$ cat config.mk
export PLATFORM = sky130hd
export DESIGN_NAME = gwps_ram
export DESIGN_NICKNAME = d
export VERILOG_FILES = /design/src/design/gwps_ram.sv
export SDC_FILE = /design/constraint.sdc
export NUM_CORES = 1
export LEC_CHECK = 0
export BUFFER_PORTS_ARGS = -buffer_cell sky130_fd_sc_hd__buf_2
export CORE_MARGIN = 3
export CORE_UTILIZATION = 60
export DETAILED_ROUTE_END_ITERATION = 10
export PLACE_DENSITY = 0.82
export SYNTH_ARGS = -nofsm -noshare
export SYNTH_HDL_FRONTEND = slang
export SYNTH_SLANG_ARGS = --single-unit
export TNS_END_PERCENT = 30
$ cat constraint.sdc
create_clock -name clock -period 1.6 [get_ports clock]
set_input_delay 0 -clock clock [delete_from_list [all_inputs] [get_ports clock]]
set_output_delay 0 -clock clock [all_outputs]
set_load 0.02 [all_outputs]
$ cat src/design/gwps_ram.sv
// gwps_ram: generic single-write, single-read memory with registered read data
// read is read-first: a same-address write in the same cycle is not seen
// no dependencies
module gwps_ram #(
   parameter int WIDTH = 8,
   parameter int DEPTH = 16
) (
   input  logic                     clock,
   input  logic                     wr_en,
   input  logic [$clog2(DEPTH)-1:0] wr_addr,
   input  logic [WIDTH-1:0]         wr_data,
   input  logic                     rd_en,
   input  logic [$clog2(DEPTH)-1:0] rd_addr,
   output logic [WIDTH-1:0]         rd_data
);

   logic [WIDTH-1:0] mem_ff [DEPTH];
   logic [WIDTH-1:0] rd_data_ff;

   always_ff @(posedge clock) begin
      if (wr_en) begin
         mem_ff[wr_addr] <= wr_data;
      end
      if (rd_en) begin
         rd_data_ff <= mem_ff[rd_addr];
      end
   end

   assign rd_data = rd_data_ff;

endmodule

==> flow_metrics.py, run 1 <==
metrics = {
    "yosys": {
        "synth.avg_cell_area_um2": 22.8,
        "yosysWarnings": 0,
        "synth-seq-cells": 136,
        "synth_top_area_share_pct": 78.1,
        "synth_cell_types": 18,
        "syn_nets": 248,
        "syn_inst": 229,
        "seq_area_frac_synth_pct": 78.1,
        "synth_area_leader_cell": "edfxtp_1",
        "synth_area_leaders": "edfxtp_1, mux4_2, mux4_1",
        "netlist_area_um2": 5230,
    },
    "clock_tree": {
        "worstSkewPairLatency_ps": 510,
        "clockRootBuffer": "clkbuf_8",
        "clkTransAtPathRegs_ps": 60,
        "cts_tree": "done",
        "cts_resized": 0,
        "cts_buffer_depth": 2,
        "numCtsBuffers": 17,
        "cts-htree-levels": 4,
        "clock_sinks": 136,
    },
    "power": {
        "p_leak_nw": 2.14,
        "cellPowerDensity_nw_per_um2": 1290,
        "cellInternalPower_mw": 6.39,
        "finalPower_mw": 8.05,
        "p_comb_share_pct": 5.2,
        "ir_drop_mv": 0.892,
        "p_switching_mw": 1.66,
        "pwr-share-seq_pct": 50.2,
        "swShare_pct": 20.6,
        "p_clk_share_pct": 44.6,
    },
    "routing": {
        "first_pass_iters": 4,
        "wirelength_mm": 10.7,
        "drc": 0,
        "detail_route.vias_per_cell": 6.41,
        "drtIter0Drc": 312,
        "vias": 2648,
        "ant_nets": 0,
        "wl_per_cell_um": 26.0,
    },
    "worst_setup_path": {
        "worstReg2RegStart": "mem_ff[3][3]$_DFFE_PP_",
        "worstSetupEndpointType": "flop",
        "required_ps": 1850,
        "crit_type": "flop to flop",
        "crit_fanout": 1,
        "rrSetupSlack_ps": 20,
        "crit_path_start_kind": "flop",
        "reg2reg_depth": 3,
        "crit_arrival_ps": 1830,
        "r2r_end": "rd_data[3]$_DFFE_PP_",
    },
    "final_layout": {
        "final.fill_count": 444,
        "diodes": 0,
        "mostFrequentLayoutCell": "edfxtp_1",
        "area_growth_syn_to_layout_pct": 19.5,
        "final_util_pct": 74.9,
        "nets": 314,
        "layout_common_cells": "edfxtp_1, buf_2, buf_4, mux4_2",
        "drive_gt1_share_pct": 30.8,
    },
    "floorplanning": {
        "floorplan.initialDensity_pct": 62.7,
        "die-area_um2": 9870,
        "die_y_um": 99.3,
        "fp.dieW_um": 99.3,
        "core_um2": 8340,
        "io_pins": 27,
        "rows": 33,
    },
    "run": {
        "maxCapViolCount": 0,
    },
    "sta": {
        "max_freq_mhz": 631,
        "worst_pin_slew_ps": 390,
        "slew_viol_final": 0,
        "setup-tns-final_ps": 0,
        "rsz0062_at_grt": "false",
        "hold_ws_ps": 55.3,
        "slew_headroom_pct": 74.0,
        "fin_crit_ps": 1580,
        "setup_viol": 0,
        "hold_viol": 0,
        "finalCritPeriodShare_pct": 99.1,
        "clock_skew_ps": 4.93,
    },
    "worst_hold_path": {
        "holdCritPathClass": "primary input to flop",
        "hold_start": "wr_addr[0]",
        "hold_depth": 3,
        "min_to": "mem_ff[8][1]$_DFFE_PP_",
    },
    "placed_design": {
        "port_buffers": 26,
        "gp_congestion": 0.762,
        "place_hpwl_mm": 6.06,
    },
    "global_routing": {
        "antenna_found_initial": 0,
        "grt_max_degree": 25,
        "grt_pass1_wl_mm": 16.6,
        "grt_usage_pct": 24.1,
        "grt_pass1_vias": 2749,
        "grt-ovfl-total": 0,
    },
    "outcome": {
        "outcome": "finished clean",
    },
}
per-stage QoR:
stage	worst slack [ps]	cell area, um2	cells
final	15.0	6250	413
after global routing	5.72	6250	413
after CTS	14.9	6250	413
after detailed placement	17.2	5610	372
after global placement	68.7	5610	372
after floorplan	107	5230	229
worst max-delay path by stage:
stage | from | to | slack, ps | cells after the start
global route | mem_ff[3][3]$_DFFE_PP_ | rd_data[3]$_DFFE_PP_ | 6 | 3
finish | mem_ff[3][3]$_DFFE_PP_ | rd_data[3]$_DFFE_PP_ | 20 | 3
global placement | rd_addr[0] | rd_data[6]$_DFFE_PP_ | 70 | 5
CTS | mem_ff[0][3]$_DFFE_PP_ | rd_data[3]$_DFFE_PP_ | 10 | 3
floorplan | wr_addr[2] | mem_ff[0][0]$_DFFE_PP_ | 110 | 2
detailed placement | rd_addr[0] | rd_data[2]$_DFFE_PP_ | 20 | 5
layout make-up:
type | count | area, um2 | area share (%)
Sequential cell | 136 | 4080 | 65.4
Clock inverter | 13 | 130 | 2.08
Timing Repair Buffer | 57 | 423 | 6.77
Clock buffer | 19 | 422 | 6.75
Multi-Input combinational cell | 83 | 1060 | 16.9
Tap cell | 105 | 131 | 2.10
Yosys cell counts (all sizes together):
master / count
nand2b: 2
and2b: 1
nor3: 4
edfxtp: 136
or3b: 1
nor2: 13
nand2: 9
a22oi: 16
nand3: 1
buf: 7
mux4: 32
and2: 1
nand3b: 2
clkdlybuf4s25: 3
nor2b: 1
registers in the layout, indices dropped and copies added (netlist names):
signal / count
rd_data: 8
mem_ff: 128
layer usage:
layer,routed length (um),share of wire (%),GRT usage [%]
met1,4400,41,34.5
met2,5110,48,35.1
met3,956,8.9,7.08
met4,265,2.5,10.7
met5,0,0,0
cell families after synthesis:
group	Yosys count	synth area share, %
buffers and inverters	10	1.65
multiplexers	32	14.8
AO/OA/AOI/OAI	16	2.30
flip-flops	136	78.1
AND/OR/NAND/NOR	35	3.14
worst max-delay path, stage by stage (launching register included):
cell,delay [ps]
edfxtp_1,420
mux4_1,540
a22oi_1,270
nand2_1,100
what timing repair did:
| item | CTS | global route |
|---|---|---|
| hold buffers | 9 | 0 |
| endpoints found under the hold margin | 136 | 0 |
| buffers inserted | 0 | 0 |
power by group through the flow:
stage | combinational [mW] | clock [mW] | sequential [mW]
after CTS | 0.422 | 3.64 | 4.04
after global placement | 0.382 | 0 | 4.10
after detailed placement | 0.395 | 0 | 4.11
final | 0.421 | 3.59 | 4.04
after floorplan | 0.203 | 0 | 4.13
after global routing | 0.449 | 3.80 | 4.04
(Power assumes the default switching activity.)
==> run 2: changes to the inputs <==
--- a/config.mk
+++ b/config.mk
@@ -5,10 +5,11 @@
 export SDC_FILE = /design/constraint.sdc
 export NUM_CORES = 1
 export LEC_CHECK = 0
-export BUFFER_PORTS_ARGS = -buffer_cell sky130_fd_sc_hd__buf_2
 export CORE_MARGIN = 3
-export CORE_UTILIZATION = 60
+export CORE_UTILIZATION = 62
 export DETAILED_ROUTE_END_ITERATION = 10
+export DONT_BUFFER_PORTS = 1
+export HOLD_SLACK_MARGIN = 0.05
 export PLACE_DENSITY = 0.82
 export SYNTH_ARGS = -nofsm -noshare
 export SYNTH_HDL_FRONTEND = slang
==> run 2 against run 1 <==
The flow now finishes with violations (negative hold slack). Largest power group unchanged. Via count fell by 2.2%. Highest routed layer unchanged. Sequential power about the same. Routed wire length is 2.0% higher. Global-route usage is 0.75 points higher. Non-clock buffer count decreased by 22.
==> flow_metrics.py, run 2 (same netlist as run 1, synthesis figures left out) <==
metrics = {
    "outcome": {
        "outcome": "finished with violations",
        "failed_checks": "negative hold slack",
    },
    "run": {
        "maxCapViolCount": 0,
    },
    "final_layout": {
        "fin_cells": 387,
        "area_growth_syn_to_layout_pct": 17.7,
        "largest_register_ffs": 128,
        "mostFrequentLayoutCell": "edfxtp_1",
        "final_util_pct": 77.2,
        "drive_gt1_share_pct": 24.2,
        "diodes": 0,
        "layout_common_cells": "edfxtp_1, buf_4, mux4_2, a22oi_1, clkbuf_16",
        "final.fill_count": 391,
        "nets": 292,
        "regMostFlops": "mem_ff",
        "postLayoutCellArea_um2": 6150,
    },
    "routing": {
        "ant_nets": 0,
        "first_pass_iters": 5,
        "wl_per_cell_um": 28.3,
        "detail_route.vias_per_cell": 6.69,
        "drc": 0,
        "wirelength_mm": 11.0,
        "routed-wl-met2_mm": 5.45,
        "wl_met1_mm": 4.25,
        "wl_met3_mm": 1.05,
        "routed.top_layer": "met4",
        "drtIter0Drc": 295,
        "vias": 2590,
    },
    "placed_design": {
        "dpl_worst_slack_ps": 110,
        "gp_congestion": 0.808,
        "port_buffers": 0,
        "dp.cells": 340,
        "place_hpwl_mm": 5.92,
        "placed_area_um2": 5410,
    },
    "global_routing": {
        "grt_usage_pct": 24.8,
        "antenna_found_initial": 0,
        "grt_max_degree": 33,
        "grt-ovfl-total": 0,
        "grt_pass1_wl_mm": 16.7,
        "grt_pass1_vias": 2637,
    },
    "floorplanning": {
        "rows": 32,
        "io_pins": 27,
        "die-area_um2": 9570,
        "floorplan.initialDensity_pct": 65.6,
        "die_y_um": 97.8,
        "fp.dieW_um": 97.8,
        "core_um2": 7970,
    },
    "sta": {
        "slew_viol_final": 0,
        "slew_headroom_pct": 58.1,
        "rsz0062_at_grt": "false",
        "hold_ws_ps": -83.3,
        "worst_pin_slew_ps": 625,
        "setup_viol": 0,
        "fin_crit_ps": 1540,
        "max_freq_mhz": 649,
        "hold_viol": 8,
        "finalCritPeriodShare_pct": 96.3,
        "layout_setup_ws_ps": 59.9,
        "setup-tns-final_ps": 0,
        "clock_skew_ps": 4.25,
    },
    "clock_tree": {
        "worstSkewPairLatency_ps": 510,
        "cts-htree-levels": 4,
        "hold_buffers": 16,
        "cts_setup_buffers": 0,
        "numCtsBuffers": 17,
        "clock_sinks": 136,
        "cts_resized": 0,
        "clkTransAtPathRegs_ps": 60,
        "cts_tree": "done",
        "clockRootBuffer": "clkbuf_8",
        "cts_buffer_depth": 2,
    },
    "worst_setup_path": {
        "crit_path_start_kind": "flop",
        "required_ps": 1850,
        "crit_fanout": 1,
        "crit_arrival_ps": 1790,
        "worstSetupEndpointType": "flop",
        "crit_type": "flop to flop",
    },
    "worst_hold_path": {
        "holdCritPathClass": "primary input to flop",
    },
    "power": {
        "cellPowerDensity_nw_per_um2": 1320,
        "ir_drop_mv": 0.875,
        "p_leak_nw": 2.06,
        "finalPower_mw": 8.13,
    },
}
[run 2: per-layer routing]
layer / vias to the layer above / global-route usage [%]
li1: 1072 / -
met1: 1307 / 35.8
met2: 191 / 37.0
met3: 20 / 6.93
met4: 0 / 9.37
met5: - / 0
[run 2: final timing paths]
| kind | from | endpoint | slack (ps) | depth (start not counted) |
|---|---|---|---|---|
| max | mem_ff[9][1]$_DFFE_PP_ | rd_data[1]$_DFFE_PP_ | 60 | 3 |
| min | rd_addr[0] | rd_data[6]$_DFFE_PP_ | -80 | 3 |
| max reg2reg | mem_ff[9][1]$_DFFE_PP_ | rd_data[1]$_DFFE_PP_ | 60 | 3 |
| min reg2reg | mem_ff[14][7]$_DFFE_PP_ | rd_data[7]$_DFFE_PP_ | 750 | 3 |
[run 2: layout make-up]
type / count / area [um2] / share of cell area (%)
clock buffers: 17 / 414 / 6.73
clock inverters: 14 / 159 / 2.58
multi-input cells: 83 / 1060 / 17.2
flip-flops and latches: 136 / 4080 / 66.4
well taps: 102 / 128 / 2.07
repair buffers: 35 / 313 / 5.08
[run 2: critical path, stage by stage (launching register included)]
cell	delay [ps]
edfxtp_1	400
mux4_1	560
a22oi_1	230
nand2_1	90
[run 2: power by group]
group | switching, mW | internal (mW)
clock | 1.39 | 2.34
combinational | 0.175 | 0.151
sequential | 0.0482 | 4.02
total | 1.62 | 6.51
